<file path="config.mk">
export PLATFORM = sky130hd
export DESIGN_NAME = izh_front
export DESIGN_NICKNAME = d
export VERILOG_FILES = /design/src/hdl/izh_pkg.sv /design/src/hdl/izh_front.sv
export SDC_FILE = /design/constraint.sdc
export NUM_CORES = 1
export LEC_CHECK = 0
export ABC_AREA = 1
export BUFFER_PORTS_ARGS = -buffer_cell sky130_fd_sc_hd__buf_2
export CELL_PAD_IN_SITES_DETAIL_PLACEMENT = 1
export CELL_PAD_IN_SITES_GLOBAL_PLACEMENT = 1
export CORE_MARGIN = 2
export CORE_UTILIZATION = 14
export DETAILED_ROUTE_END_ITERATION = 7
export PLACE_DENSITY_LB_ADDON = 0.1
export SYNTH_ARGS = -nofsm -noshare
export SYNTH_HDL_FRONTEND = slang
export SYNTH_SLANG_ARGS = --single-unit
</file>
<file path="constraint.sdc">
create_clock -name clk -period 0.8 [get_ports clk]
set_input_delay 0.08 -clock clk [delete_from_list [all_inputs] [get_ports clk]]
set_output_delay 0.08 -clock clk [all_outputs]
set_load 0.03 [all_outputs]
</file>
<file path="src/hdl/izh_pkg.sv">
// shared types, constants and helpers of the izhikevich neuron vector step core
`default_nettype none
package izh_pkg;
	// vector size and derived widths
	localparam int NEURONS = 2;
	localparam int IDX_W = (NEURONS > 1) ? $clog2(NEURONS) : 1;
	localparam int CNT_W = $clog2(NEURONS + 1);
	localparam int DATA_W = 32;
	localparam int STEP_W = 31;
	localparam int ADDR_W = 5;

	// command queue and result queue sizes
	localparam int CMDQ_DEPTH = 2;
	localparam int QPTR_W = 1;
	localparam int QCNT_W = 2;
	localparam int RES_DEPTH = 2;

	// register map, index is the word address
	typedef enum logic [2:0] {
		REG_THRESHOLD = 3'd0,
		REG_RATE_A = 3'd1,
		REG_SENS_B = 3'd2,
		REG_RESET_MEM = 3'd3,
		REG_RESET_REC = 3'd4,
		REG_STEP = 3'd5,
		REG_RESTING = 3'd6
	} reg_idx_t;

	// register reset values, Q8.24
	localparam logic signed [31:0] THRESHOLD_RST = 32'sd3019899;
	localparam logic signed [31:0] RATE_A_RST = 32'sd336;
	localparam logic signed [31:0] SENS_B_RST = 32'sd587203;
	localparam logic signed [31:0] RESET_MEM_RST = -32'sd922747;
	localparam logic signed [31:0] RESET_REC_RST = 32'sd838861;
	localparam logic [30:0] STEP_RST = 31'd167772;
	localparam logic signed [31:0] RESTING_RST = -32'sd1090519;

	// state after reset: v = e, u = floor(b*e)
	localparam logic signed [63:0] REC_PROD = 64'sd587203 * -64'sd1090519;
	localparam logic signed [31:0] MEMB_RST = RESTING_RST;
	localparam logic signed [31:0] REC_RST = REC_PROD[55:24];

	// model constants, 0.04 and 140 in Q8.24
	localparam logic signed [32:0] Q_POINT04 = 33'sd671089;
	localparam logic signed [37:0] Q_ONEFORTY = 38'sd2348810240;

	// saturation bounds
	localparam logic signed [47:0] SAT_HI = 48'sd2147483647;
	localparam logic signed [47:0] SAT_LO = -48'sd2147483648;

	// live configuration
	typedef struct packed {
		logic signed [31:0] threshold;
		logic signed [31:0] rate_a;
		logic signed [31:0] sens_b;
		logic signed [31:0] reset_mem;
		logic signed [31:0] reset_rec;
		logic [30:0] step;
	} cfg_t;

	// classified request from the front part
	typedef struct packed {
		logic compute;
		logic close;
		logic [IDX_W-1:0] idx;
		logic signed [31:0] current;
	} cmd_t;

	// engine request and response
	typedef struct packed {
		logic start;
		logic signed [31:0] v;
		logic signed [31:0] u;
		logic signed [31:0] cur;
	} eng_req_t;

	typedef struct packed {
		logic done;
		logic signed [31:0] vn;
		logic signed [31:0] un;
	} eng_rsp_t;

	// back part status
	typedef struct packed {
		logic engine_busy;
		logic sweeping;
	} bk_stat_t;

	// clamp to signed 32 bits
	function automatic logic signed [31:0] sat32(input logic signed [47:0] x);
		if (x > SAT_HI) begin
			sat32 = 32'sh7fffffff;
		end else if (x < SAT_LO) begin
			sat32 = 32'sh80000000;
		end else begin
			sat32 = x[31:0];
		end
	endfunction
endpackage
`default_nettype wire

</file>
<file path="src/hdl/izh_front.sv">
// front part: takes input requests, tracks the neuron index and classifies them
`default_nettype none
module izh_front (
	input logic clk,
	input logic arst_n,
	input logic push,
	output logic full,
	input logic signed [izh_pkg::DATA_W-1:0] current,
	input logic last,
	input logic cq_full,
	output logic cq_push,
	output izh_pkg::cmd_t cq_cmd
);
	import izh_pkg::*;

	logic [CNT_W-1:0] cnt_q;
	logic accept;
	logic in_range;

	// accept whenever the command queue has room
	assign full = cq_full;
	assign accept = push && !cq_full;
	assign in_range = (cnt_q < CNT_W'(NEURONS));

	// extra non-closing requests are dropped here
	assign cq_push = accept && (in_range || last);

	always_comb begin
		cq_cmd.compute = in_range;
		cq_cmd.close = last;
		cq_cmd.idx = cnt_q[IDX_W-1:0];
		cq_cmd.current = current;
	end

	// neuron counter, cleared by the closing request
	always_ff @(posedge clk or negedge arst_n) begin
		if (!arst_n) begin
			cnt_q <= '0;
		end else if (accept) begin
			if (last) begin
				cnt_q <= '0;
			end else if (in_range) begin
				cnt_q <= cnt_q + CNT_W'(1);
			end
		end
	end
endmodule
`default_nettype wire

</file>
==> results.txt <==
The startpoint identified for the worst register-to-register timing path is cnt_q[0]. The sequential group share of total power came out at 23.9%. The largest registers in the layout are cnt_q: 2 flops. The initial core utilization is 14.5%. The tree built by TritonCTS fans out to 2 sinks.

The average detailed-routed wire length per instance came out at 9.72 µm. In the detailed route, the total length drawn on met3 is 129 µm. The net switching power is 0.247 mW. The number of nets in the synthesized netlist came out at 92. The destination of the worst register-to-register timing path is cnt_q[0]. The final setup violation count is 4. The via count of the first global-routing pass is 224. The number of top-level pins is 74. The tool flagged a number of max-cap violations equal to 0.

The final cell count without fillers is 65. The number of port buffers is 9. The number of distinct standard cells referenced by the synthesized netlist is 9. For this run, the detailed router's first-pass iteration total came to 3. The clock network latency to the later pin of the worst-skew pair is 0.22 ns. The run finished, with violations left. Clock skew on the completed layout was measured at 0.00299 ns.

The power after layout came out at 0.671 mW. For this run the aggregate overflow at the end of global routing stands at 0. The per-cell via count in the routed design came out at 3.05. The count of nets after finishing came out at 73. VDD sags by at most 0.000378 V. The core region area is 2730 µm². After synthesis the cells add up to 397 µm². The post-route clock period utilization came out at 121%.

The fraction of layout instances using a drive strength above 1 came out at 61.8%. The slack of the worst reg-to-reg path is -0.06 ns. The share of total power dissipated in the clock network is 33.0%. The switching part of the total came out at 36.8%. The root cell of the clock tree is sky130_fd_sc_hd__clkbuf_4. The initial antenna violation count came to 0. The final worst slack came out at -0.170 ns.

The placed instance area is 210 µm². In this run, placement finished with an instance count of 59. The cell count of the worst reg-to-reg path is 4. STA classifies the critical path endpoint as a primary output. The endpoint arrival time on the critical path is 0.89 ns. The finished cells cover 285 µm². Setup repair after global routing could not meet its margin everywhere. The number of failing hold endpoints at the final stage is 0. The worst setup path is of the reg2out kind. The number of remaining DRC errors came out at 0. The power density over cell area came out at 2350 nW/µm².

The layout has 319 filler cells. Global routing used 4.02% of the available tracks across all layers. In this run the worst hold path is classified as in2out. cnt_q holds more flip-flops than any other register. The first global-routing pass estimated 986 µm of wire. At the end of routability-driven placement, the weighted congestion stood at 0.634. The area growth from synthesis to layout came out at -28.1%.

The proportion of synthesized chip area in sequential cells came out at 12.6%. Summed over all failing endpoints, the final setup total negative slack is -0.408 ns. Clock-pin slew was measured on the worst setup and hold paths at 0.03 ns. The largest net degree at the start of global routing is 5.

The internal power of the cells came out at 0.424 mW. The area enclosed by the die boundary came out at 3270 µm². The half-perimeter wire length after detailed placement came out at 528 µm. Counting I/O delays and the setup requirement, the final critical path takes 0.970 ns.

The mean cell area of the mapped netlist came out at 7.21 µm². The number of max-slew violations in the final report was 0. The clock tree from TritonCTS is done. The routed layout has 198 vias. The maximum clock path buffer count is 2.

At the worst endpoint, the required time is 0.72 ns. The number of synthesized register bits is 2. The warning count from the yosys run is 0. STA classifies the critical path startpoint as a register. The highest metal layer with signal wires is met4. The count of antenna-violating nets left after detailed routing came out at 0. The met2 wire length came out at 306 µm. The number of antenna diodes in the final layout is 0. The die outline width is 57.2 µm. The source of the critical timing path is cnt_q[1]. The register with the most flip-flops in the layout has 2 of them. The number of CTS-inserted buffers came out at 3. The DRC violation total after the first TritonRoute iteration came out at 1. The critical path ends at cq_push.

The die span in y is 57.2 µm. The maximum clock rate is 1030 MHz. In this run the worst path has a maximum fanout of 2.

The wire length on met1 came out at 189 µm. The number of levels in the clock H-tree is 1. At the pin with the least slew margin, the transition time is 0.156 ns.

The number of cell rows is 19. The combinational share of power is 43.1%. The checks that failed: negative setup slack. The worst slew margin relative to its limit is 89.7%.

The reported leakage power is 0.152 nW. The overall routed net length is 632 µm. The post-synthesis cell count is 55.
-- routing by layer --
metal	GRT usage, %	vias up
met5	0	-
met4	4.32	0
met3	3.40	4
met2	5.91	17
met1	3.04	94
li1	-	83
-- cell usage in the layout (no fill, tap or decap), drive strengths merged --
cell type	synthesis	routed
nor2	2	2
dlygate4sd3	0	1
buf	36	11
clkbuf	0	3
nand2	7	7
inv	6	6
dfrtp	2	2
nand3	2	2
-- worst min path at each step --
stage	from	slack, ns	depth (start not counted)	to
4_1_cts	current[10]	0.16	0	cq_cmd[10]
2_1_floorplan	arst_n	-0.22	0	cnt_q[0]
3_5_place_dp	arst_n	-0.13	1	cnt_q[0]
3_3_place_gp	arst_n	-0.13	1	cnt_q[0]
5_1_grt	current[23]	0.16	0	cq_cmd[23]
6_report	current[14]	0.16	0	cq_cmd[14]
-- logic make-up (layout without fill, tap and decap cells) --
logic type             count (synthesis)  after routing  synth area share, %
buffers and inverters                 42             21                 73.8
DFF                                    2              2                 12.6
and+or+nand+nor                       11             11                 13.6
-- layout make-up --
type / count / area (µm²) / area share [%]
repair buffers: 12 / 88.8 / 31.1
multi-input cells: 11 / 61.3 / 21.5
flip-flops and latches: 2 / 51.3 / 18.0
well taps: 31 / 38.8 / 13.6
clock buffers: 3 / 22.5 / 7.89
inverters: 6 / 22.5 / 7.89
-- through the flow --
| step | hold WS, ns | util, % | setup slack (ns) |
|---|---|---|---|
| floorplan | -0.216 | - | 0.0270 |
| detailed placement | -0.130 | 7.69 | -0.0264 |
| global placement | -0.130 | 7.69 | -0.0245 |
| finish | 0.160 | 10.4 | -0.170 |
| CTS | 0.160 | 10.2 | -0.184 |
| global route | 0.160 | 10.4 | -0.227 |
-- synth_stat cells --
master | n | area, µm²
sky130_fd_sc_hd__dfrtp_1 | 2 | 50.1
sky130_fd_sc_hd__buf_4 | 36 | 270
sky130_fd_sc_hd__nand3_1 | 2 | 10.0
sky130_fd_sc_hd__nand2_2 | 1 | 6.26
sky130_fd_sc_hd__nor2_4 | 1 | 11.3
sky130_fd_sc_hd__inv_2 | 1 | 3.75
sky130_fd_sc_hd__nor2_1 | 1 | 3.75
sky130_fd_sc_hd__nand2_1 | 6 | 22.5
sky130_fd_sc_hd__inv_1 | 5 | 18.8
-- worst max-delay path, cell delays in order (launching register included) --
cell and delay [ns]:
sky130_fd_sc_hd__dfrtp_1 0.37, sky130_fd_sc_hd__nand2_2 0.07, sky130_fd_sc_hd__nand2_2 0.06, sky130_fd_sc_hd__inv_2 0.05, sky130_fd_sc_hd__buf_6 0.12
-- power by group through the flow --
stage	Clock [mW]	Sequential (mW)	Combinational, mW
2_1_floorplan	0	0.148	0.492
3_5_place_dp	0	0.157	0.216
5_1_grt	0.251	0.168	0.319
3_3_place_gp	0	0.157	0.216
6_report	0.221	0.160	0.289
4_1_cts	0.235	0.158	0.294
-- repair_timing --
item | 4_1_cts | 5_1_grt
setup endpoints to repair | 3 | 5
buffers inserted | 2 | 0
pin swaps | 2 | 0
hold endpoints to repair | 2 | 0
resized for setup | 8 | 2
hold buffers | 1 | 0
(Power assumes the default switching activity.)
