`src/hdl/izh_pkg.sv`:
```
// shared types, constants and helpers of the izhikevich neuron vector step core
`default_nettype none
package izh_pkg;
	// vector size and derived widths
	localparam int NEURONS = 2;
	localparam int IDX_W = (NEURONS > 1) ? $clog2(NEURONS) : 1;
	localparam int CNT_W = $clog2(NEURONS + 1);
	localparam int DATA_W = 32;
	localparam int STEP_W = 31;
	localparam int ADDR_W = 5;

	// command queue and result queue sizes
	localparam int CMDQ_DEPTH = 2;
	localparam int QPTR_W = 1;
	localparam int QCNT_W = 2;
	localparam int RES_DEPTH = 2;

	// register map, index is the word address
	typedef enum logic [2:0] {
		REG_THRESHOLD = 3'd0,
		REG_RATE_A = 3'd1,
		REG_SENS_B = 3'd2,
		REG_RESET_MEM = 3'd3,
		REG_RESET_REC = 3'd4,
		REG_STEP = 3'd5,
		REG_RESTING = 3'd6
	} reg_idx_t;

	// register reset values, Q8.24
	localparam logic signed [31:0] THRESHOLD_RST = 32'sd3019899;
	localparam logic signed [31:0] RATE_A_RST = 32'sd336;
	localparam logic signed [31:0] SENS_B_RST = 32'sd587203;
	localparam logic signed [31:0] RESET_MEM_RST = -32'sd922747;
	localparam logic signed [31:0] RESET_REC_RST = 32'sd838861;
	localparam logic [30:0] STEP_RST = 31'd167772;
	localparam logic signed [31:0] RESTING_RST = -32'sd1090519;

	// state after reset: v = e, u = floor(b*e)
	localparam logic signed [63:0] REC_PROD = 64'sd587203 * -64'sd1090519;
	localparam logic signed [31:0] MEMB_RST = RESTING_RST;
	localparam logic signed [31:0] REC_RST = REC_PROD[55:24];

	// model constants, 0.04 and 140 in Q8.24
	localparam logic signed [32:0] Q_POINT04 = 33'sd671089;
	localparam logic signed [37:0] Q_ONEFORTY = 38'sd2348810240;

	// saturation bounds
	localparam logic signed [47:0] SAT_HI = 48'sd2147483647;
	localparam logic signed [47:0] SAT_LO = -48'sd2147483648;

	// live configuration
	typedef struct packed {
		logic signed [31:0] threshold;
		logic signed [31:0] rate_a;
		logic signed [31:0] sens_b;
		logic signed [31:0] reset_mem;
		logic signed [31:0] reset_rec;
		logic [30:0] step;
	} cfg_t;

	// classified request from the front part
	typedef struct packed {
		logic compute;
		logic close;
		logic [IDX_W-1:0] idx;
		logic signed [31:0] current;
	} cmd_t;

	// engine request and response
	typedef struct packed {
		logic start;
		logic signed [31:0] v;
		logic signed [31:0] u;
		logic signed [31:0] cur;
	} eng_req_t;

	typedef struct packed {
		logic done;
		logic signed [31:0] vn;
		logic signed [31:0] un;
	} eng_rsp_t;

	// back part status
	typedef struct packed {
		logic engine_busy;
		logic sweeping;
	} bk_stat_t;

	// clamp to signed 32 bits
	function automatic logic signed [31:0] sat32(input logic signed [47:0] x);
		if (x > SAT_HI) begin
			sat32 = 32'sh7fffffff;
		end else if (x < SAT_LO) begin
			sat32 = 32'sh80000000;
		end else begin
			sat32 = x[31:0];
		end
	endfunction
endpackage
`default_nettype wire

```
`src/hdl/izh_engine.sv`:
```
// one neuron update on a single shared multiplier, one product per cycle
`default_nettype none
module izh_engine (
	input logic clk,
	input logic arst_n,
	input izh_pkg::cfg_t cfg,
	input izh_pkg::eng_req_t req,
	output izh_pkg::eng_rsp_t rsp
);
	import izh_pkg::*;

	typedef enum logic [9:0] {
		E_IDLE = 10'b0000000001,
		E_VV = 10'b0000000010,
		E_BV = 10'b0000000100,
		E_SL = 10'b0000001000,
		E_SH = 10'b0000010000,
		E_AD = 10'b0000100000,
		E_HD = 10'b0001000000,
		E_HI = 10'b0010000000,
		E_WR = 10'b0100000000,
		E_DN = 10'b1000000000
	} eng_st_t;

	eng_st_t st_q;
	logic signed [31:0] v_q;
	logic signed [31:0] u_q;
	logic signed [31:0] cur_q;
	logic [38:0] sq_q;
	logic signed [37:0] lin_q;
	logic signed [31:0] d1_q;
	logic [39:0] acc_q;
	logic [35:0] quad_q;
	logic signed [31:0] inner_q;
	logic signed [31:0] un_q;
	logic signed [31:0] vn_q;
	logic signed [63:0] prod_q;

	logic signed [32:0] mult_a;
	logic signed [32:0] mult_b;
	logic signed [65:0] prod_full;
	logic signed [39:0] prod_fl;
	logic [39:0] quad_sum;
	logic signed [37:0] lin_w;

	// floor of the last product by 2^24
	assign prod_fl = $signed(prod_q[63:24]);

	// 5v + 140 - u + I
	assign lin_w = (38'(v_q) <<< 2) + 38'(v_q) + Q_ONEFORTY - 38'(u_q) + 38'(cur_q);

	// v*v*0.04 from the two partial products of the square
	assign quad_sum = {20'b0, acc_q[39:20]} + {1'b0, prod_q[38:0]};

	// operand selection for the shared multiplier
	always_comb begin
		mult_a = '0;
		mult_b = '0;
		case (st_q)
			E_VV: begin
				mult_a = 33'(v_q);
				mult_b = 33'(v_q);
			end
			E_BV: begin
				mult_a = 33'(cfg.sens_b);
				mult_b = 33'(v_q);
			end
			E_SL: begin
				mult_a = $signed({13'b0, sq_q[19:0]});
				mult_b = Q_POINT04;
			end
			E_SH: begin
				mult_a = $signed({14'b0, sq_q[38:20]});
				mult_b = Q_POINT04;
			end
			E_AD: begin
				mult_a = 33'(cfg.rate_a);
				mult_b = 33'(d1_q);
			end
			E_HD: begin
				mult_a = $signed({2'b0, cfg.step});
				mult_b = 33'(sat32(48'(prod_fl)));
			end
			E_HI: begin
				mult_a = $signed({2'b0, cfg.step});
				mult_b = 33'(inner_q);
			end
			default: begin
				mult_a = '0;
				mult_b = '0;
			end
		endcase
	end

	assign prod_full = mult_a * mult_b;

	// product register
	always_ff @(posedge clk) begin
		prod_q <= prod_full[63:0];
	end

	// intermediate values
	always_ff @(posedge clk) begin
		case (st_q)
			E_IDLE: begin
				if (req.start) begin
					v_q <= req.v;
					u_q <= req.u;
					cur_q <= req.cur;
				end
			end
			E_BV: begin
				sq_q <= prod_q[62:24];
				lin_q <= lin_w;
			end
			E_SL: begin
				d1_q <= sat32(48'(prod_fl) - 48'(u_q));
			end
			E_SH: begin
				acc_q <= prod_q[39:0];
			end
			E_AD: begin
				quad_q <= quad_sum[39:4];
			end
			E_HD: begin
				inner_q <= sat32(48'($signed({1'b0, quad_q})) + 48'(lin_q));
			end
			E_HI: begin
				un_q <= sat32(48'(u_q) + 48'(prod_fl));
			end
			E_WR: begin
				vn_q <= sat32(48'(v_q) + 48'(prod_fl));
			end
			default: begin
			end
		endcase
	end

	// step sequencer
	always_ff @(posedge clk or negedge arst_n) begin
		if (!arst_n) begin
			st_q <= E_IDLE;
		end else begin
			case (st_q)
				E_IDLE: if (req.start) st_q <= E_VV;
				E_VV: st_q <= E_BV;
				E_BV: st_q <= E_SL;
				E_SL: st_q <= E_SH;
				E_SH: st_q <= E_AD;
				E_AD: st_q <= E_HD;
				E_HD: st_q <= E_HI;
				E_HI: st_q <= E_WR;
				E_WR: st_q <= E_DN;
				E_DN: st_q <= E_IDLE;
				default: st_q <= E_IDLE;
			endcase
		end
	end

	assign rsp.done = (st_q == E_DN);
	assign rsp.vn = vn_q;
	assign rsp.un = un_q;
endmodule
`default_nettype wire

```
`config.mk`:
```
export PLATFORM = sky130hd
export DESIGN_NAME = izh_engine
export DESIGN_NICKNAME = d
export VERILOG_FILES = /design/src/hdl/izh_pkg.sv /design/src/hdl/izh_engine.sv
export SDC_FILE = /design/constraint.sdc
export NUM_CORES = 2
export LEC_CHECK = 0
export BUFFER_PORTS_ARGS = -buffer_cell sky130_fd_sc_hd__clkbuf_2
export CELL_PAD_IN_SITES_DETAIL_PLACEMENT = 0
export CELL_PAD_IN_SITES_GLOBAL_PLACEMENT = 1
export CORE_UTILIZATION = 39
export DETAILED_ROUTE_END_ITERATION = 6
export PLACE_DENSITY = 0.7
export SLEW_MARGIN = 15
export SYNTH_ARGS = -nofsm -noshare
export SYNTH_HDL_FRONTEND = slang
export SYNTH_SLANG_ARGS = --single-unit
```
`constraint.sdc`:
```
create_clock -name clk -period 16.8 [get_ports clk]
set_input_delay 0.84 -clock clk [delete_from_list [all_inputs] [get_ports clk]]
set_output_delay 0.84 -clock clk [all_outputs]
set_load 0.03 [all_outputs]
```
==> summary.md <==
| Metric | Value |
|---|---|
| Top Ports | `between 300 and 400` |
| Syn. warnings | `0` |
| Relative slew slack | `14.85%` |
| Final Util | `between 40% and 50%` |
| Clk sinks | `between 400 and 500` |
| Crit path required time | `roughly 17000 ps` |
| Final setup TNS | `0 ps` |
| Row cnt | `around 150` |
| Fin crit period | `approximately 12000 ps` |
| Drt drc | `4` |
| Cell taking the most area after synthesis | `fa_1` |
| Final instance area | `between 70000 and 80000 sq um` |
| Crit share post-route | `between 70% and 80%` |
| Bufs and invs on worst path | `8` |
| Mapped Area | `64700 sq um` |
| Register area | `around 12000 sq um` |
| Hold buffers post-CTS | `0` |
| Routed Wire Length | `around 220000 microns` |
| Die area | `167500 sq um` |
| Worst-path fanout max | `53` |
| Max-cap violations | `0` |
| Placed cell count | `9066` |
| Critical Path AT | `roughly 13000 ps` |
| Most used standard cell by instance count after synthesis | `inv_1` |
| All-Layer GR Usage | `26.70%` |
| Hold WC Path Type | `input pin to asynchronous set/reset pin` |
| Area of the multi-input gates | `between 40000 and 50000 sq um` |
| DP HPWL | `between 150000 and 200000 microns` |
| # port buffers | `about 260` |
| Syn avg cell area | `9.562 sq um` |
| Max incr delay on CP | `between 700 and 800 ps` |
| Core Box Area | `between 150000 and 200000 sq um` |
| Num CTS Buffers | `between 40 and 50` |
| Pwr/cell area | `approximately 120 nW/um^2` |
| Crit path top cell by count | `fa_1` |
| Max clock buf depth | `3` |
| Met2 Track Usage GR | `a little over two fifths` |
| Setup bufs post-CTS | `0` |
| Tot Pwr | `8594 uW` |
| Post-synth EDFFs | `~360` |
| Vias in the first global route | `between 50k and 60k` |
| Clk_lat worst skew | `between 600 and 700 ps` |
| RSZ-0062 raised after global routing | `no` |
| Initial antenna violation count | `5` |
| Nets | `a little under 9k` |
| Sequential element share of the synthesized area | `a little under a fifth` |
| Post-synth ARST share | `about 2.3%` |
| Failing checks | `design-rule violations` |
| H-tree depth | `2` |
| Pre-antenna DRT Iters | `7` |
| Area grow syn2layout | `9.252%` |
| FMAX | `~82 MHz` |
| Synth top area cells | `fa_1, edfxtp_1, ha_1` |
| CTS tree | `yes` |
| Status | `complete, but fails checks` |
| GR Layer Usage met3 | `under 10%` |
| Largest net degree at the start of global routing | `70` |
| Post-synth cell types | `slightly below 90` |
| Final Non-Filler Cells | `9160` |
| Die Span Y | `around 400 microns` |
| First-pass GRT wire length | `about 330000 microns` |
| Placer Congestion | `roughly 0.94` |
| Mapped Cells | `roughly 6.8k` |
| Dominant synthesized flop cell | `edfxtp_1` |
| Max-slew violations | `0` |
| Root buffer cell | `clkbuf_16` |
| Delay-heaviest family, CP | `adder cells` |
| Share of the synthesized area in the top cell type | `between 30% and 40%` |
| GRT overflow | `0` |
| Iter 0 DRT Violations | `just over 4k` |
| Fillers | `roughly 16k` |
| Levels on crit path | `35` |
| Antenna Nets Post-Route | `0` |
| Worst-case reg-to-reg path depth | `35` |
| Fin Clk Skew | `38.55 ps` |
| PostCTS Resize Cnt | `0` |
| Worst slew pin tran | `roughly 1300 ps` |
| Leakage | `about 0.034 uW` |
| Top Usage Layer GRT | `met2` |
| Met1 Usage GRT | `between 30% and 40%` |
| Commonest cells in the netlist | `inv_1, fa_1, nand2_1, nor2_1, ha_1` |
| Critical Path Source Type | `register` |
| Avg Vias per Cell | `5.429` |
| Crit Path Class | `register to register` |
| Die X | `around 410 microns` |
| Vias | `just under 50k` |
| CP Capture Type | `register` |
| Initial Util | `between 30% and 40%` |
| Synth Register Bits | `roughly 430` |
| WL/cell | `between 20 and 25 microns` |
| Crit path max-delay cell type | `buf_4` |
| Clock transition at the registers of the reported paths | `around 70 ps` |
| Placed cell area | `68990 sq um` |
| Layout cells sized above 1 | `8.556%` |
| Max VDD drop | `142.1 uV` |
| Final setup viols | `0` |
| Post-Syn Nets | `between 8k and 9k` |
| Fin. Hold Viols | `0` |
-- per-stage QoR --
stage                     hold slack [ps]  setup WS [ps]
after floorplan                     446.0           4834
after global placement              515.5           4832
after detailed placement            499.2           4697
after CTS                           53.78           4639
after global routing                82.99           4154
final                               75.68           4646
-- kinds of logic after synthesis --
| family | after synthesis | share of synthesized area (%) |
|---|---|---|
| adder cells (fa/ha/maj) | 1639 | 45.33 |
| multiplexers | 6 | 0.1025 |
| flip-flops | 431 | 18.94 |
| buffers and inverters | 1601 | 9.329 |
| AND/OR/NAND/NOR | 1808 | 12.16 |
| XOR/XNOR | 266 | 3.601 |
| AO/OA/AOI/OAI | 1015 | 10.54 |
-- power by group --
part	internal, uW	switching (uW)	leakage (uW)
clock network	641	494	0.000810
logic	2050	3720	0.0296
registers	1510	179	0.00390
total	4200	4390	0.0343
-- layout make-up --
class	instances	area share, %
multi-input combinational	4734	66.06
clock buffer	59	1.903
sequential	431	17.34
antenna	5	0.01770
timing repair buffer	408	3.420
clock inverter	29	0.4567
inverter	1305	6.930
tap	2189	3.875
-- routing by layer --
layer | up-vias | share of wire (%)
met1 | 25672 | 42
met3 | 370 | 8.3
met5 | - | 0
li1 | 21786 | -
met4 | 0 | 4.2
met2 | 1899 | 46
-- worst reg2reg max path: cells and delay by family (launching register included) --
kind                       cells  cell delay [ps]
DFF                            1              410
and+or+nand+nor               10             2750
AOI/OAI and AO/OA              7             2440
adders and majority gates      9             4320
xor gates and xnor gates       1              170
buffers and inverters          8             1990
-- flip-flops by register name (all words and copies together) (netlist names) --
register / flops
vn_q: 32
prod_q: 64
quad_q: 36
cur_q: 32
st_q: 10
u_q: 32
un_q: 32
acc_q: 20
v_q: 32
d1_q: 32
lin_q: 38
sq_q: 39
inner_q: 32
-- path summary, 6_finish.rpt --
check	from	to	slack, ps
min in group clk	req[80]	v_q[16]	390
worst max register to register	st_q[3]	prod_q[60]	4650
max in group asynchronous	arst_n	st_q[0]	16440
worst min-delay path	arst_n	st_q[7]	80
worst min register to register	st_q[4]	st_q[9]	530
worst max-delay path	st_q[3]	prod_q[60]	4650
-- cells in the final DEF, fill, tap and decap left out, types with 50 or more instances in the layout --
cell	count
nor3_1	50
dfxtp_1	64
a21oi_1	260
clkbuf_16	50
clkbuf_2	258
and2_1	69
o21ai_0	165
fa_1	1175
a21o_1	183
inv_1	1305
ha_1	464
nor2_1	560
nand2_1	806
xor2_1	67
buf_4	149
edfxtp_1	357
xnor2_1	199
Power figures use the tool's default switching activity.
