`src/hdl/izh_pkg.sv`:
```
// shared types, constants and helpers of the izhikevich neuron vector step core
`default_nettype none
package izh_pkg;
	// vector size and derived widths
	localparam int NEURONS = 2;
	localparam int IDX_W = (NEURONS > 1) ? $clog2(NEURONS) : 1;
	localparam int CNT_W = $clog2(NEURONS + 1);
	localparam int DATA_W = 32;
	localparam int STEP_W = 31;
	localparam int ADDR_W = 5;

	// command queue and result queue sizes
	localparam int CMDQ_DEPTH = 2;
	localparam int QPTR_W = 1;
	localparam int QCNT_W = 2;
	localparam int RES_DEPTH = 2;

	// register map, index is the word address
	typedef enum logic [2:0] {
		REG_THRESHOLD = 3'd0,
		REG_RATE_A = 3'd1,
		REG_SENS_B = 3'd2,
		REG_RESET_MEM = 3'd3,
		REG_RESET_REC = 3'd4,
		REG_STEP = 3'd5,
		REG_RESTING = 3'd6
	} reg_idx_t;

	// register reset values, Q8.24
	localparam logic signed [31:0] THRESHOLD_RST = 32'sd3019899;
	localparam logic signed [31:0] RATE_A_RST = 32'sd336;
	localparam logic signed [31:0] SENS_B_RST = 32'sd587203;
	localparam logic signed [31:0] RESET_MEM_RST = -32'sd922747;
	localparam logic signed [31:0] RESET_REC_RST = 32'sd838861;
	localparam logic [30:0] STEP_RST = 31'd167772;
	localparam logic signed [31:0] RESTING_RST = -32'sd1090519;

	// state after reset: v = e, u = floor(b*e)
	localparam logic signed [63:0] REC_PROD = 64'sd587203 * -64'sd1090519;
	localparam logic signed [31:0] MEMB_RST = RESTING_RST;
	localparam logic signed [31:0] REC_RST = REC_PROD[55:24];

	// model constants, 0.04 and 140 in Q8.24
	localparam logic signed [32:0] Q_POINT04 = 33'sd671089;
	localparam logic signed [37:0] Q_ONEFORTY = 38'sd2348810240;

	// saturation bounds
	localparam logic signed [47:0] SAT_HI = 48'sd2147483647;
	localparam logic signed [47:0] SAT_LO = -48'sd2147483648;

	// live configuration
	typedef struct packed {
		logic signed [31:0] threshold;
		logic signed [31:0] rate_a;
		logic signed [31:0] sens_b;
		logic signed [31:0] reset_mem;
		logic signed [31:0] reset_rec;
		logic [30:0] step;
	} cfg_t;

	// classified request from the front part
	typedef struct packed {
		logic compute;
		logic close;
		logic [IDX_W-1:0] idx;
		logic signed [31:0] current;
	} cmd_t;

	// engine request and response
	typedef struct packed {
		logic start;
		logic signed [31:0] v;
		logic signed [31:0] u;
		logic signed [31:0] cur;
	} eng_req_t;

	typedef struct packed {
		logic done;
		logic signed [31:0] vn;
		logic signed [31:0] un;
	} eng_rsp_t;

	// back part status
	typedef struct packed {
		logic engine_busy;
		logic sweeping;
	} bk_stat_t;

	// clamp to signed 32 bits
	function automatic logic signed [31:0] sat32(input logic signed [47:0] x);
		if (x > SAT_HI) begin
			sat32 = 32'sh7fffffff;
		end else if (x < SAT_LO) begin
			sat32 = 32'sh80000000;
		end else begin
			sat32 = x[31:0];
		end
	endfunction
endpackage
`default_nettype wire

```
`src/hdl/izh_cmd_queue.sv`:
```
// short command queue between the front and the back part
`default_nettype none
module izh_cmd_queue (
	input logic clk,
	input logic arst_n,
	input logic wr_en,
	input izh_pkg::cmd_t wr_cmd,
	output logic full,
	input logic rd_en,
	output izh_pkg::cmd_t rd_cmd,
	output logic empty,
	output logic [izh_pkg::QCNT_W-1:0] count
);
	import izh_pkg::*;

	cmd_t slot_q [CMDQ_DEPTH];
	logic [QPTR_W-1:0] wr_ptr_q;
	logic [QPTR_W-1:0] rd_ptr_q;
	logic [QCNT_W-1:0] cnt_q;
	logic do_wr;
	logic do_rd;

	assign full = (cnt_q == QCNT_W'(CMDQ_DEPTH));
	assign empty = (cnt_q == '0);
	assign count = cnt_q;
	assign do_wr = wr_en && !full;
	assign do_rd = rd_en && !empty;
	assign rd_cmd = slot_q[rd_ptr_q];

	// storage
	always_ff @(posedge clk) begin
		if (do_wr) begin
			slot_q[wr_ptr_q] <= wr_cmd;
		end
	end

	// pointers and fill level
	always_ff @(posedge clk or negedge arst_n) begin
		if (!arst_n) begin
			wr_ptr_q <= '0;
			rd_ptr_q <= '0;
			cnt_q <= '0;
		end else begin
			if (do_wr) begin
				wr_ptr_q <= (wr_ptr_q == QPTR_W'(CMDQ_DEPTH - 1)) ? '0 : wr_ptr_q + QPTR_W'(1);
			end
			if (do_rd) begin
				rd_ptr_q <= (rd_ptr_q == QPTR_W'(CMDQ_DEPTH - 1)) ? '0 : rd_ptr_q + QPTR_W'(1);
			end
			cnt_q <= cnt_q + QCNT_W'(do_wr) - QCNT_W'(do_rd);
		end
	end
endmodule
`default_nettype wire

```
`config.mk`:
```
export PLATFORM = sky130hd
export DESIGN_NAME = izh_cmd_queue
export DESIGN_NICKNAME = d
export VERILOG_FILES = /design/src/hdl/izh_pkg.sv /design/src/hdl/izh_cmd_queue.sv
export SDC_FILE = /design/constraint.sdc
export NUM_CORES = 1
export LEC_CHECK = 0
export ABC_AREA = 1
export BUFFER_PORTS_ARGS = -buffer_cell sky130_fd_sc_hd__clkbuf_2
export CORE_MARGIN = 8
export CORE_UTILIZATION = 45
export CTS_BUF_LIST = sky130_fd_sc_hd__clkbuf_16
export DETAILED_ROUTE_END_ITERATION = 6
export PLACE_DENSITY_LB_ADDON = 0.25
export SLEW_MARGIN = 0
export SYNTH_ARGS = -nofsm -noshare
export SYNTH_HDL_FRONTEND = slang
export SYNTH_SLANG_ARGS = --single-unit
```
`constraint.sdc`:
```
create_clock -name clk -period 2.8 [get_ports clk]
set_input_delay 0.56 -clock clk [delete_from_list [all_inputs] [get_ports clk]]
set_output_delay 0.56 -clock clk [all_outputs]
set_load 0.05 [all_outputs]
```
==> qor.yml, run 1 <==
global_route:
  grt_overflow: 0
  grt_max_degree: 37
  grt_pass1_wl_um: 8280
  grt.total_usage: 0.123
  grt_pass1_vias: 1862
  antenna_found_initial: 0
sta:
  hold_viol: 0
  slew_violations: 0
  rsz0062_at_grt: "no"
  period_needed_ns: 2.16
  fin_worst_skew_ns: 0.00648
  setup_slack_ns: 0.644
  slew_headroom: 0.662
  tns_ns: 0
  setup_viol: 0
  hold_ws_ns: 0.0376
  final.period_utilization: 0.770
  worstMarginPinSlew_ns: 0.506
  fmax_mhz: 464
logic_synthesis:
  synth.mux.area_fraction: 0
  synthCells: 216
  synth_top_family_by_area: "simple AND/OR/NAND/NOR gates"
  synth_cell_types: 12
  yosys.area_share.simple: 0.171
  synth_nets: 257
  synth_fa_ha_area_frac: 0.00880
  synth_compound_area_frac: 0
  synth_xor_area_frac: 0
  ys_seq_elements: 74
  synth-seq-area-share: 0.775
  synth_area_mm2: 0.00284
  synth_area_per_cell_um2: 13.2
  yosys_warnings: 0
setup_path:
  path_class: "reg2out"
  cp-end-kind: "output port"
  required_ns: 2.24
  crit_arrival_ns: 1.60
  critPathMaxFanout: 36
  start_kind: "register"
clock_tree:
  cts_buffers: 9
  htreeDepth: 3
  clkSlewWorstSetupHoldPaths_ns: 0.05
  ctsHoldBuffers: 0
  clkSinkCount: 74
  clk_latency_ns: 0.32
  cts_tree: "yes"
  clock_path_buffers: 2
  cts.repair.resized: 0
  cts_root_buffer: "clkbuf_16"
  postCtsSetupRepairBufs: 0
hold_path:
  min_path_type: "in2async"
status:
  status: "finished clean"
floorplanning:
  rows: 29
  io_pins: 78
  initial_utilization: 0.455
  fp.dieH_um: 95.5
  core_mm2: 0.00624
  dieArea_mm2: 0.00912
  die_x_um: 95.5
drt:
  drc: 0
  first_pass_iters: 4
  wire_per_inst_um: 13.5
  vias: 1747
  drt_iter0_drc: 67
  antenna_left: 0
  avgViaCountPerCell: 4.56
  wirelength_um: 5170
placed_design:
  placed_cell_area_mm2: 0.00331
  io_buffers: 77
  dp_slack_ns: 0.954
  gp_congestion: 0.701
  place_hpwl_um: 3570
layout:
  fill_cells: 547
  final_common_cell: "nand2_1"
  fin_area_mm2: 0.00366
  nets: 342
  final_cell_mix: "108 x nand2_1, 77 x clkbuf_2, 70 x edfxtp_1"
  syn2layout_area_growth_pct: 28.9
  n_antenna_cell: 0
  layout-drive-gt1-share: 0.350
job:
  max_cap_violations: 0
==> layer usage <==
metal | part of all wire | wire length [µm] | vias to the layer above | global-route usage
met2 | 0.50 | 2600 | 46 | 0.209
met1 | 0.40 | 2050 | 800 | 0.127
met3 | 0.078 | 405 | 9 | 0.0449
met5 | 0 | 0 | - | 0
li1 | - | - | 892 | -
met4 | 0.022 | 114 | 0 | 0.0768
==> final cells by class <==
type,instances,area (µm²),area share
multi-input cells,124,519,0.142
flip-flops and latches,74,2200,0.601
well taps,77,96.3,0.0263
inverters,11,48.8,0.0133
repair buffers,81,440,0.120
clock inverters,7,133,0.0362
clock buffers,9,225,0.0615
==> per-stage QoR <==
stage	utilization	std cells
after floorplan	-	216
after detailed placement	0.530	367
after CTS	0.587	383
final	0.587	383
after global routing	0.587	383
after global placement	0.530	367
==> state kept, by name, summed over array words and instances (netlist names) <==
name	cells
wr_ptr_q	1
rd_ptr_q	1
slot_q	70
count	2
==> cells by family after synthesis <==
kind of cell	count (synthesis)
fa+ha+maj	2
buf+inv	18
flops	74
simple gates	122
==> worst max-delay path: stages (launching register included) <==
cell	delay [ns]
dfrtp_1	0.37
buf_4	0.21
inv_8	0.22
nand2_1	0.08
nand2_1	0.09
clkbuf_2	0.28
==> synth_stat cells, drive strengths merged <==
| master | n | area, µm² |
|---|---|---|
| ha | 2 | 25.0 |
| inv | 11 | 48.8 |
| nand3 | 3 | 15.0 |
| nand2 | 118 | 468 |
| nor2 | 1 | 3.75 |
| buf | 7 | 80.1 |
| dfrtp | 4 | 100 |
| edfxtp | 70 | 2100 |
==> final timing paths <==
kind,start,endpoint,slack (ns),cells past startpoint
setup reg to reg,count[0],slot_q[1][28],1.19,5
min in group clk,wr_cmd[13],slot_q[1][13],0.42,1
max in group asynchronous,arst_n,count[1],2.63,1
hold / removal,arst_n,wr_ptr_q,0.04,1
setup / recovery,rd_ptr_q,rd_cmd[16],0.64,5
hold reg to reg,wr_ptr_q,wr_ptr_q,0.48,2
Power of run 1 is not shown: default switching activity piles up to over one toggle a cycle in this logic, so the estimate is an artifact.
==> run 2: changes to the inputs <==
- ABC_AREA: 1 -> 0
- clock period: 2.8 -> 1.8 ns (I/O delays scaled with it)
==> qor.yml, run 2 <==
placed_design:
  dp_cells: 283  # -23%
  gp_congestion: 0.744  # +6.1%
  dp_slack_ns: 0.244  # -0.710 ns
  placed_cell_area_mm2: 0.00339  # +2.5%
  io_buffers: 77  # unchanged
  place_hpwl_um: 3860  # +8.1%
logic_synthesis:
  netlist.area_leader.share: 0.731  # -0.00868
  yosys_warnings: 0  # unchanged
  synthCells: 127  # -41%
  yosys-top-cells-area: "edfxtp_1 73%, mux2_4 15%, dfrtp_1 3.5%"
  ys_seq_elements: 74  # unchanged
  synth-seq-area-share: 0.766  # -0.00910
  synth_cell_types: 15  # +3
  synth_area_per_cell_um2: 22.6  # +72%
  synth_edf_count: 70  # unchanged
  ys_top_cells_by_count: "70 x edfxtp_1, 29 x mux2_4, 6 x mux2_2"
  async_flop_share: 0.0541  # unchanged
  yosysMostFrequentCell: "edfxtp_1"
  ys.flop_type: "edfxtp_1"
  synth_nets: 168  # -35%
  synth_top_cell_by_area: "edfxtp_1"
  synth_area_mm2: 0.00288  # +1.2%
status:
  status: "finished, violations left"
  violations: "setup timing"
drt:
  first_pass_iters: 4  # unchanged
  drt_iter0_drc: 59  # -12%
  antenna_left: 0  # unchanged
  drc: 0  # unchanged
  avgViaCountPerCell: 4.72  # +3.6%
  vias: 1422  # -19%
  wirelength_um: 5400  # +4.4%
  wire_per_inst_um: 17.9  # +33%
setup_path:
  path_class: "reg2out"
  crit_slowest_cell: "dfrtp_2"
  critPathMaxFanout: 16  # -56%
  crit_arrival_ns: 1.46  # -0.14 ns
  required_ns: 1.44  # -0.80 ns
  cp-end-kind: "output port"
  start_kind: "register"
  max_stage_delay_ns: 0.45  # +0.08 ns
  path_cells: "buf_12, mux2_4, buf_8"
sta:
  setup_viol: 26  # +26
  period_needed_ns: 1.82
  setup_slack_ns: -0.0235  # -0.667 ns
  worstMarginPinSlew_ns: 0.277  # -0.229 ns
  slew_violations: 0  # unchanged
  rsz0062_at_grt: "yes"
  fin_worst_skew_ns: 0.00360  # -0.00288 ns
  final.period_utilization: 1.01
  fmax_mhz: 548
  slew_headroom: 0.815  # +0.153
  hold_viol: 0  # unchanged
layout:
  syn2layout_area_growth_pct: 41.8
  final_cells: 301  # -21%
  final_cell_mix: "70 x edfxtp_1, 42 x clkbuf_2, 35 x buf_8"
  regMostFlops: "slot_q"
  finalCoreUtilization: 0.650  # +0.0628
  fill_cells: 451  # -18%
  seqCellArea_mm2: 0.00221  # +0.17%
  layout-drive-gt1-share: 0.638  # +0.289
  fin_area_mm2: 0.00408  # +11%
  largest_reg_flops: 70  # unchanged
  nets: 260  # -24%
  multi_input_area_um2: 643  # +24%
  n_antenna_cell: 0  # unchanged
  final_common_cell: "edfxtp_1"
pwr:
  power_w: 0.00845
  p_per_area_mw_per_mm2: 2070
  peakVddDrop_mv: 1.15
  p_leak_nw: 1.68
global_route:
  grt.total_usage: 0.123  # about the same
  grt_pass1_wl_um: 8150  # -1.6%
  grt_max_degree: 21  # -43%
  grt_overflow: 0  # unchanged
  antenna_found_initial: 0  # unchanged
  grt_pass1_vias: 1639  # -12%
floorplanning:
  fp.dieH_um: 96.0  # +0.49%
  initial_utilization: 0.458  # +0.00275
  dieArea_mm2: 0.00921  # +0.99%
  core_mm2: 0.00628  # +0.58%
  io_pins: 78  # unchanged
  die_x_um: 96.0  # +0.49%
  rows: 29  # unchanged
clock_tree:
  clk_latency_ns: 0.32  # about the same
  cts_tree: "yes"
  clock_path_buffers: 2  # unchanged
  clkSlewWorstSetupHoldPaths_ns: 0.06  # about the same
  htreeDepth: 3  # unchanged
  cts_buffers: 9  # unchanged
  clkSinkCount: 74  # unchanged
  cts_root_buffer: "clkbuf_16"
job:
  max_cap_violations: 0  # unchanged
hold_path:
  min_path_type: "in2reg"
run 2: stage by stage:
stage,hold slack [ns],setup TNS [ns]
after detailed placement,0.177,0
after CTS,0.212,-0.356
final,0.226,-0.310
after global routing,0.210,-1.84
after floorplan,0.0644,-0.0156
after global placement,0.174,0
run 2: worst paths after layout:
| check | to | slack (ns) | from | cells after the start |
|---|---|---|---|---|
| max | rd_cmd[7] | -0.02 | rd_ptr_q | 3 |
| min | slot_q[0][32] | 0.23 | wr_cmd[32] | 1 |
| max reg2reg | count[1] | 0.23 | count[0] | 7 |
| min reg2reg | wr_ptr_q | 0.55 | wr_ptr_q | 1 |
| max in group asynchronous | count[0] | 1.29 | arst_n | 2 |
| min in group asynchronous | wr_ptr_q | 0.37 | arst_n | 2 |
run 2: report_power, final:
group | internal, W | total [W] | switching, W
logic | 0.00185 | 0.00422 | 0.00236
clock network | 0.00106 | 0.00168 | 0.000628
registers | 0.00237 | 0.00255 | 0.000177
total | 0.00528 | 0.00845 | 0.00317
run 2: worst max-delay path, delay by kind of cell (launching register included):
family	cells	cell delay [ns]
flops	1	0.45
buf+inv	2	0.35
mux	1	0.33
run 2: what timing repair did:
action                                  4_1_cts  5_1_grt
hold buffers                                  1        0
gates resized for setup                      71       39
setup buffers                                 0        0
pin swaps                                     0        0
endpoints found under the setup margin       35       35
gates cloned                                  0        1
hold endpoints to repair                      4        0
run 2: per-layer routing:
layer,GRT usage,up-vias,part of all wire
li1,-,680,-
met1,0.125,694,0.37
met2,0.215,43,0.55
met3,0.0562,5,0.072
met4,0.0499,0,0.0069
met5,0,-,0
run 2: logic make-up after synthesis:
kind of cell               count (synthesis)  synth area share
xor gates and xnor gates                   4            0.0122
adders and majority gates                  2           0.00870
buffers and inverters                      6            0.0274
DFF                                       74             0.766
muxes                                     35             0.175
and+or+nand+nor                            6            0.0113
run 2: area by class of cell:
cell class                      count  share of cell area
Sequential cell                    74               0.541
Multi-Input combinational cell     47               0.158
Clock buffer                        9              0.0552
Clock inverter                      7              0.0150
Tap cell                           77              0.0236
Timing Repair Buffer               85               0.206
Inverter                            2             0.00184
Power figures use the tool's default switching activity.
