--- config.mk ---
export PLATFORM = sky130hd
export DESIGN_NAME = izh_back
export DESIGN_NICKNAME = d
export VERILOG_FILES = /design/src/hdl/izh_pkg.sv /design/src/hdl/izh_back.sv
export SDC_FILE = /design/constraint.sdc
export NUM_CORES = 1
export LEC_CHECK = 0
export ABC_AREA = 1
export ABC_CLOCK_PERIOD_IN_PS = 6200
export BUFFER_PORTS_ARGS = -buffer_cell sky130_fd_sc_hd__buf_4
export CORE_MARGIN = 4
export CORE_UTILIZATION = 40
export CTS_CLUSTER_DIAMETER = 30
export CTS_CLUSTER_SIZE = 10
export DETAILED_ROUTE_END_ITERATION = 8
export MAX_ROUTING_LAYER = met4
export PLACE_DENSITY = 0.65
export SYNTH_ARGS = -nofsm -noshare
export SYNTH_HDL_FRONTEND = slang
export SYNTH_SLANG_ARGS = --single-unit
export TNS_END_PERCENT = 5
--- constraint.sdc ---
create_clock -name clk -period 6.2 [get_ports clk]
set_input_delay 1.24 -clock clk [delete_from_list [all_inputs] [get_ports clk]]
set_output_delay 1.24 -clock clk [all_outputs]
set_load 0.01 [all_outputs]
--- src/hdl/izh_pkg.sv ---
// shared types, constants and helpers of the izhikevich neuron vector step core
`default_nettype none
package izh_pkg;
	// vector size and derived widths
	localparam int NEURONS = 2;
	localparam int IDX_W = (NEURONS > 1) ? $clog2(NEURONS) : 1;
	localparam int CNT_W = $clog2(NEURONS + 1);
	localparam int DATA_W = 32;
	localparam int STEP_W = 31;
	localparam int ADDR_W = 5;

	// command queue and result queue sizes
	localparam int CMDQ_DEPTH = 2;
	localparam int QPTR_W = 1;
	localparam int QCNT_W = 2;
	localparam int RES_DEPTH = 2;

	// register map, index is the word address
	typedef enum logic [2:0] {
		REG_THRESHOLD = 3'd0,
		REG_RATE_A = 3'd1,
		REG_SENS_B = 3'd2,
		REG_RESET_MEM = 3'd3,
		REG_RESET_REC = 3'd4,
		REG_STEP = 3'd5,
		REG_RESTING = 3'd6
	} reg_idx_t;

	// register reset values, Q8.24
	localparam logic signed [31:0] THRESHOLD_RST = 32'sd3019899;
	localparam logic signed [31:0] RATE_A_RST = 32'sd336;
	localparam logic signed [31:0] SENS_B_RST = 32'sd587203;
	localparam logic signed [31:0] RESET_MEM_RST = -32'sd922747;
	localparam logic signed [31:0] RESET_REC_RST = 32'sd838861;
	localparam logic [30:0] STEP_RST = 31'd167772;
	localparam logic signed [31:0] RESTING_RST = -32'sd1090519;

	// state after reset: v = e, u = floor(b*e)
	localparam logic signed [63:0] REC_PROD = 64'sd587203 * -64'sd1090519;
	localparam logic signed [31:0] MEMB_RST = RESTING_RST;
	localparam logic signed [31:0] REC_RST = REC_PROD[55:24];

	// model constants, 0.04 and 140 in Q8.24
	localparam logic signed [32:0] Q_POINT04 = 33'sd671089;
	localparam logic signed [37:0] Q_ONEFORTY = 38'sd2348810240;

	// saturation bounds
	localparam logic signed [47:0] SAT_HI = 48'sd2147483647;
	localparam logic signed [47:0] SAT_LO = -48'sd2147483648;

	// live configuration
	typedef struct packed {
		logic signed [31:0] threshold;
		logic signed [31:0] rate_a;
		logic signed [31:0] sens_b;
		logic signed [31:0] reset_mem;
		logic signed [31:0] reset_rec;
		logic [30:0] step;
	} cfg_t;

	// classified request from the front part
	typedef struct packed {
		logic compute;
		logic close;
		logic [IDX_W-1:0] idx;
		logic signed [31:0] current;
	} cmd_t;

	// engine request and response
	typedef struct packed {
		logic start;
		logic signed [31:0] v;
		logic signed [31:0] u;
		logic signed [31:0] cur;
	} eng_req_t;

	typedef struct packed {
		logic done;
		logic signed [31:0] vn;
		logic signed [31:0] un;
	} eng_rsp_t;

	// back part status
	typedef struct packed {
		logic engine_busy;
		logic sweeping;
	} bk_stat_t;

	// clamp to signed 32 bits
	function automatic logic signed [31:0] sat32(input logic signed [47:0] x);
		if (x > SAT_HI) begin
			sat32 = 32'sh7fffffff;
		end else if (x < SAT_LO) begin
			sat32 = 32'sh80000000;
		end else begin
			sat32 = x[31:0];
		end
	endfunction
endpackage
`default_nettype wire

--- src/hdl/izh_back.sv ---
// back part: neuron stores, update sequencing, commit sweep and result queue
`default_nettype none
module izh_back (
	input logic clk,
	input logic arst_n,
	input izh_pkg::cfg_t cfg,
	input logic cmd_valid,
	input izh_pkg::cmd_t cmd,
	output logic cmd_pop,
	output izh_pkg::eng_req_t eng_req,
	input izh_pkg::eng_rsp_t eng_rsp,
	output izh_pkg::bk_stat_t stat,
	output logic empty,
	input logic pop,
	output logic signed [izh_pkg::DATA_W-1:0] membrane,
	output logic spiked,
	output logic last_out
);
	import izh_pkg::*;

	typedef enum logic [5:0] {
		B_IDLE = 6'b000001,
		B_RD = 6'b000010,
		B_LOAD = 6'b000100,
		B_WAIT = 6'b001000,
		B_SRD = 6'b010000,
		B_SWR = 6'b100000
	} bk_st_t;

	typedef struct packed {
		logic signed [31:0] membrane;
		logic spiked;
		logic last;
	} res_t;

	bk_st_t st_q;
	logic [IDX_W-1:0] idx_q;
	logic [CNT_W-1:0] next_q;
	logic close_q;
	logic signed [31:0] cur_q;
	logic all_above_q;
	logic primed_q;

	// neuron stores and pending values
	logic signed [31:0] memb_mem [NEURONS];
	logic signed [31:0] rec_mem [NEURONS];
	logic signed [31:0] pend_v_mem [NEURONS];
	logic signed [31:0] pend_u_mem [NEURONS];
	logic signed [31:0] v_rd_q;
	logic signed [31:0] u_rd_q;
	logic signed [31:0] pv_rd_q;
	logic signed [31:0] pu_rd_q;

	// result queue
	res_t res_q [RES_DEPTH];
	logic [QPTR_W-1:0] res_wr_q;
	logic [QPTR_W-1:0] res_rd_q;
	logic [QCNT_W-1:0] res_cnt_q;
	logic res_full;
	logic res_push;
	logic res_pop;
	res_t res_new;

	logic sweep_wr;
	logic pend_we;
	logic sweep_end;
	logic more_fill;
	logic signed [31:0] commit_v;
	logic signed [31:0] commit_u;

	assign cmd_pop = (st_q == B_IDLE) && cmd_valid;
	assign pend_we = (st_q == B_WAIT) && eng_rsp.done;
	assign res_full = (res_cnt_q == QCNT_W'(RES_DEPTH));
	assign sweep_wr = (st_q == B_SWR) && !res_full;
	assign res_push = sweep_wr;
	assign res_pop = pop && !empty;
	assign sweep_end = (idx_q == IDX_W'(NEURONS - 1));
	assign more_fill = (next_q < CNT_W'(NEURONS));

	// committed values: reset values on a spike, else the pending ones
	assign commit_v = all_above_q ? cfg.reset_mem : pv_rd_q;
	assign commit_u = all_above_q ? cfg.reset_rec : pu_rd_q;

	// engine request, stores read as reset values until the first commit
	always_comb begin
		eng_req.start = (st_q == B_LOAD);
		eng_req.v = primed_q ? v_rd_q : MEMB_RST;
		eng_req.u = primed_q ? u_rd_q : REC_RST;
		eng_req.cur = cur_q;
	end

	assign stat.engine_busy = (st_q == B_WAIT);
	assign stat.sweeping = (st_q == B_SRD) || (st_q == B_SWR);

	// store memories
	always_ff @(posedge clk) begin
		if (sweep_wr) begin
			memb_mem[idx_q] <= commit_v;
			rec_mem[idx_q] <= commit_u;
		end
		if (st_q == B_RD) begin
			v_rd_q <= memb_mem[idx_q];
			u_rd_q <= rec_mem[idx_q];
		end
	end

	// pending memories
	always_ff @(posedge clk) begin
		if (pend_we) begin
			pend_v_mem[idx_q] <= eng_rsp.vn;
			pend_u_mem[idx_q] <= eng_rsp.un;
		end
		if (st_q == B_SRD) begin
			pv_rd_q <= pend_v_mem[idx_q];
			pu_rd_q <= pend_u_mem[idx_q];
		end
	end

	// sequencer
	always_ff @(posedge clk or negedge arst_n) begin
		if (!arst_n) begin
			st_q <= B_IDLE;
			idx_q <= '0;
			next_q <= '0;
			close_q <= 1'b0;
			cur_q <= '0;
			all_above_q <= 1'b1;
			primed_q <= 1'b0;
		end else begin
			case (st_q)
				B_IDLE: begin
					if (cmd_valid) begin
						close_q <= cmd.close;
						if (cmd.compute) begin
							idx_q <= cmd.idx;
							cur_q <= cmd.current;
							next_q <= CNT_W'(cmd.idx) + CNT_W'(1);
							st_q <= B_RD;
						end else begin
							idx_q <= '0;
							next_q <= CNT_W'(NEURONS);
							st_q <= B_SRD;
						end
					end
				end
				B_RD: st_q <= B_LOAD;
				B_LOAD: st_q <= B_WAIT;
				B_WAIT: begin
					if (eng_rsp.done) begin
						if (!(eng_rsp.vn > cfg.threshold)) begin
							all_above_q <= 1'b0;
						end
						if (close_q && more_fill) begin
							// neurons without a current this vector run with zero
							idx_q <= next_q[IDX_W-1:0];
							next_q <= next_q + CNT_W'(1);
							cur_q <= '0;
							st_q <= B_RD;
						end else if (close_q) begin
							idx_q <= '0;
							st_q <= B_SRD;
						end else begin
							st_q <= B_IDLE;
						end
					end
				end
				B_SRD: st_q <= B_SWR;
				B_SWR: begin
					if (!res_full) begin
						if (sweep_end) begin
							primed_q <= 1'b1;
							all_above_q <= 1'b1;
							idx_q <= '0;
							st_q <= B_IDLE;
						end else begin
							idx_q <= idx_q + IDX_W'(1);
							st_q <= B_SRD;
						end
					end
				end
				default: st_q <= B_IDLE;
			endcase
		end
	end

	// result queue storage
	always_comb begin
		res_new.membrane = commit_v;
		res_new.spiked = all_above_q;
		res_new.last = sweep_end;
	end

	always_ff @(posedge clk) begin
		if (res_push) begin
			res_q[res_wr_q] <= res_new;
		end
	end

	// result queue pointers
	always_ff @(posedge clk or negedge arst_n) begin
		if (!arst_n) begin
			res_wr_q <= '0;
			res_rd_q <= '0;
			res_cnt_q <= '0;
		end else begin
			if (res_push) begin
				res_wr_q <= (res_wr_q == QPTR_W'(RES_DEPTH - 1)) ? '0 : res_wr_q + QPTR_W'(1);
			end
			if (res_pop) begin
				res_rd_q <= (res_rd_q == QPTR_W'(RES_DEPTH - 1)) ? '0 : res_rd_q + QPTR_W'(1);
			end
			res_cnt_q <= res_cnt_q + QCNT_W'(res_push) - QCNT_W'(res_pop);
		end
	end

	assign empty = (res_cnt_q == '0);
	assign membrane = res_q[res_rd_q].membrane;
	assign spiked = res_q[res_rd_q].spiked;
	assign last_out = res_q[res_rd_q].last;
endmodule
`default_nettype wire

==> impl_metrics.py <==
metrics = {
    "synth": {
        "synthTopCellsByArea": "edfxtp_1 (69%), nand2_1 (12%), dfrtp_1 (5.8%), mux2_2 (3.6%), ha_1 (2.1%)",
        "yosysWarnings": 0,
        "avgSynthCellArea_um2": 12.9,
        "synthCells": 1533,
        "seq_area_frac_synth_pct": 74.6,
        "syn_nets": 1862,
        "async_flop_share_pct": 9.60,
        "synth_area_um2": 19800,
        "yosysTopAreaCell": "edfxtp_1",
        "synth-main-ff-cell": "edfxtp_1",
        "synth_commonest_cells": "nand2_1 (622), edfxtp_1 (452), inv_1 (80)",
        "synth.top_cell.area_share_pct": 68.5,
        "ys_ff_latch": 500,
        "synth_edf_count": 452,
        "ys_types": 36,
        "synth_most_common_cell": "nand2_1",
    },
    "floorplanning": {
        "ios": 430,
        "core-area_um2": 49000,
        "die_h_um": 231,
        "dieArea_um2": 53100,
        "start_util_pct": 40.5,
        "die_width_um": 231,
        "rows": 81,
    },
    "run_status": {
        "status": "complete, no violations",
    },
    "timing": {
        "skew_ns": 0.0225,
        "fmax_ghz": 0.254,
        "setup_viol": 0,
        "max_slew_margin_pct": 29.0,
        "tightest_slew_ns": 1.07,
        "slew_viol_final": 0,
        "period_share_pct": 63.5,
        "layout_min_cycle_time_ns": 3.94,
        "setup_slack_ns": 2.26,
        "finalHoldViolCount": 0,
        "rsz0062_at_grt": "false",
    },
    "worst_setup_path": {
        "crit_slowest_cell": "dfrtp_2",
        "start_kind": "flop",
        "cp_max_fo": 35,
        "arrival_ns": 2.70,
        "path_cells": "clkinv_1 -> buf_4 -> nand2_1 -> nand2_1 -> buf_4",
        "rr_startpoint": "idx_q$_DFFE_PN0P_",
        "endpoint_kind": "output port",
        "required_ns": 4.96,
        "crit_type": "reg2out",
        "critPathMaxStageDelay_ns": 0.97,
        "critical_path.startpoint": "res_rd_q$_DFFE_PN0P_",
        "critical_path_buf_inv_count": 3,
        "cpLargestDelayFamily": "flip-flops",
    },
    "placement": {
        "dpl.hpwl_mm": 29.0,
        "placedCellCount": 2486,
        "place_congestion": 0.814,
        "place_ws_ns": 2.89,
        "port_buffers": 334,
    },
    "global_route": {
        "grt_pass1_vias": 13000,
        "grt_pass1_wl_mm": 73.5,
        "gr-total-overflow": 0,
        "grt_max_degree": 74,
        "antenna_found_initial": 1,
        "track_usage_pct": 18.6,
    },
    "power": {
        "p_leak_uw": 0.0111,
        "p_per_area_nw_per_um2": 480,
        "peakVddDrop_mv": 0.322,
        "finalPower_uw": 12700,
    },
    "clock_tree": {
        "cts_resized": 0,
        "cts_tree": "done",
        "clk_latency_ns": 0.62,
        "cts_hold_buf": 0,
        "cts_buffers": 99,
        "cts.sinks": 500,
        "path_clk_slew_ns": 0.04,
        "postCtsSetupBuffers": 0,
        "cts.path.max_buffers": 3,
        "cts_root_buf": "clkbuf_16",
        "htreeDepth": 3,
    },
    "worst_hold_path": {
        "min_from": "cur_q[1]$_DFFE_PN0P_",
        "min_path_type": "reg2reg",
    },
    "cells_and_area": {
        "layoutNonFillerInstCount": 2673,
        "nFillCells": 4023,
        "drive_gt1_share_pct": 32.8,
        "nNetsFinal": 2252,
        "syn_to_final_growth_pct": 33.6,
    },
    "routing": {
        "drt_first_pass_iters": 5,
        "drt-total-wl_mm": 48.3,
        "drtAntennaViolNets": 0,
        "vias": 12400,
        "post_drt_wl_per_cell_um": 18.1,
        "drcViolationCount": 0,
        "vias_per_cell": 4.64,
        "drt_iter0_markers": 731,
    },
    "run": {
        "drv_cap": 0,
    },
}
report_power, final:
| part | internal, uW | switching, uW | total (uW) |
|---|---|---|---|
| logic | 1090 | 1600 | 2690 |
| registers | 4310 | 373 | 4680 |
| clock network | 3610 | 1730 | 5330 |
cells in the final DEF, fill, tap and decap left out, types with 4 or more instances in the layout:
cell type   Yosys  final
inv_6           0      7
clkinv_2        0     22
mux2_2         64     64
nor2_4          1      5
inv_2           5      6
nor2_1         25     21
edfxtp_1      452    452
nor2_2          4      4
clkinv_1        1      9
o21ai_1        32     32
nand3_1         5      5
nand2_1       622    622
a21oi_1        16     16
inv_1          80     77
o21ai_0         8      8
dfrtp_1        46     44
or2_2          48     48
clkinvlp_4      0     15
clkinv_4        0      5
nor3_2          1      4
clkbuf_16       0    102
buf_4           0    349
ha_1           34     34
nand4_1         4      4
clkbuf_1       52     10
bufinv_16       0     14
through the flow:
step	hold slack, ns	TNS [ns]	instance area, um^2	util (%)
finish	0.489	0	26500	54.1
global route	0.518	0	26500	54.1
CTS	0.494	0	26500	54.1
detailed placement	0.483	0	23000	47.1
global placement	0.473	0	23000	47.1
floorplan	0.440	-1.78	19800	-
final cells by class:
type                            instances  area, um^2  share of cell area [%]
Sequential cell                       500       14800                    55.9
Multi-Input combinational cell        887        4480                    16.9
Timing Repair Buffer                  349        2620                    9.90
Clock buffer                          114        2620                    9.89
Tap cell                              664         831                    3.14
Clock inverter                         72         806                    3.04
Inverter                               86         327                    1.23
Antenna cell                            1        2.50                 0.00945
worst register-to-register path, cell delays in order (launching register included):
cell and delay [ns]:
dfrtp_4 0.90, inv_4 0.53, nor2_4 0.21, buf_4 0.81
path summary, 6_finish.rpt:
check                                           to  slack, ns  cells past startpoint
max                                   membrane[20]       2.26                      5
min                           cur_q[1]$_DFFE_PN0P_       0.49                      2
max reg2reg                rec_mem[1][3]$_DFFE_PP_       3.31                      3
min reg2reg                   cur_q[1]$_DFFE_PN0P_       0.49                      2
max in group asynchronous        idx_q$_DFFE_PN0P_       5.07                      1
min in group asynchronous    cur_q[16]$_DFFE_PN0P_       0.64                      1
metal layers:
| layer | track usage, % | up-vias | routed length (um) |
|---|---|---|---|
| met4 | 6.43 | 0 | 1180 |
| li1 | - | 6007 | - |
| met2 | 31.0 | 382 | 24100 |
| met3 | 4.79 | 92 | 3260 |
| met5 | - | - | 0 |
| met1 | 22.2 | 5918 | 19800 |
cells by family (layout without fill, tap and decap cells):
group / after synthesis / after routing / share of synthesized area, %
AND/OR/NAND/NOR: 721 / 721 / 14.7
buffers and inverters: 146 / 621 / 3.00
adder cells (fa/ha/maj): 34 / 34 / 2.15
AO/OA/AOI/OAI: 65 / 65 / 1.81
XOR/XNOR: 3 / 3 / 0.133
multiplexers: 64 / 64 / 3.64
other: 0 / 1 / 0
flip-flops: 500 / 500 / 74.6
sequential cells by signal (all words and copies together) (netlist names), 32 cells and up:
name,cells
pend_u_mem,64
cur_q,32
res_q,68
v_rd_q,32
pv_rd_q,32
memb_mem,64
pend_v_mem,64
u_rd_q,32
pu_rd_q,32
rec_mem,64
(Power assumes the default switching activity.)
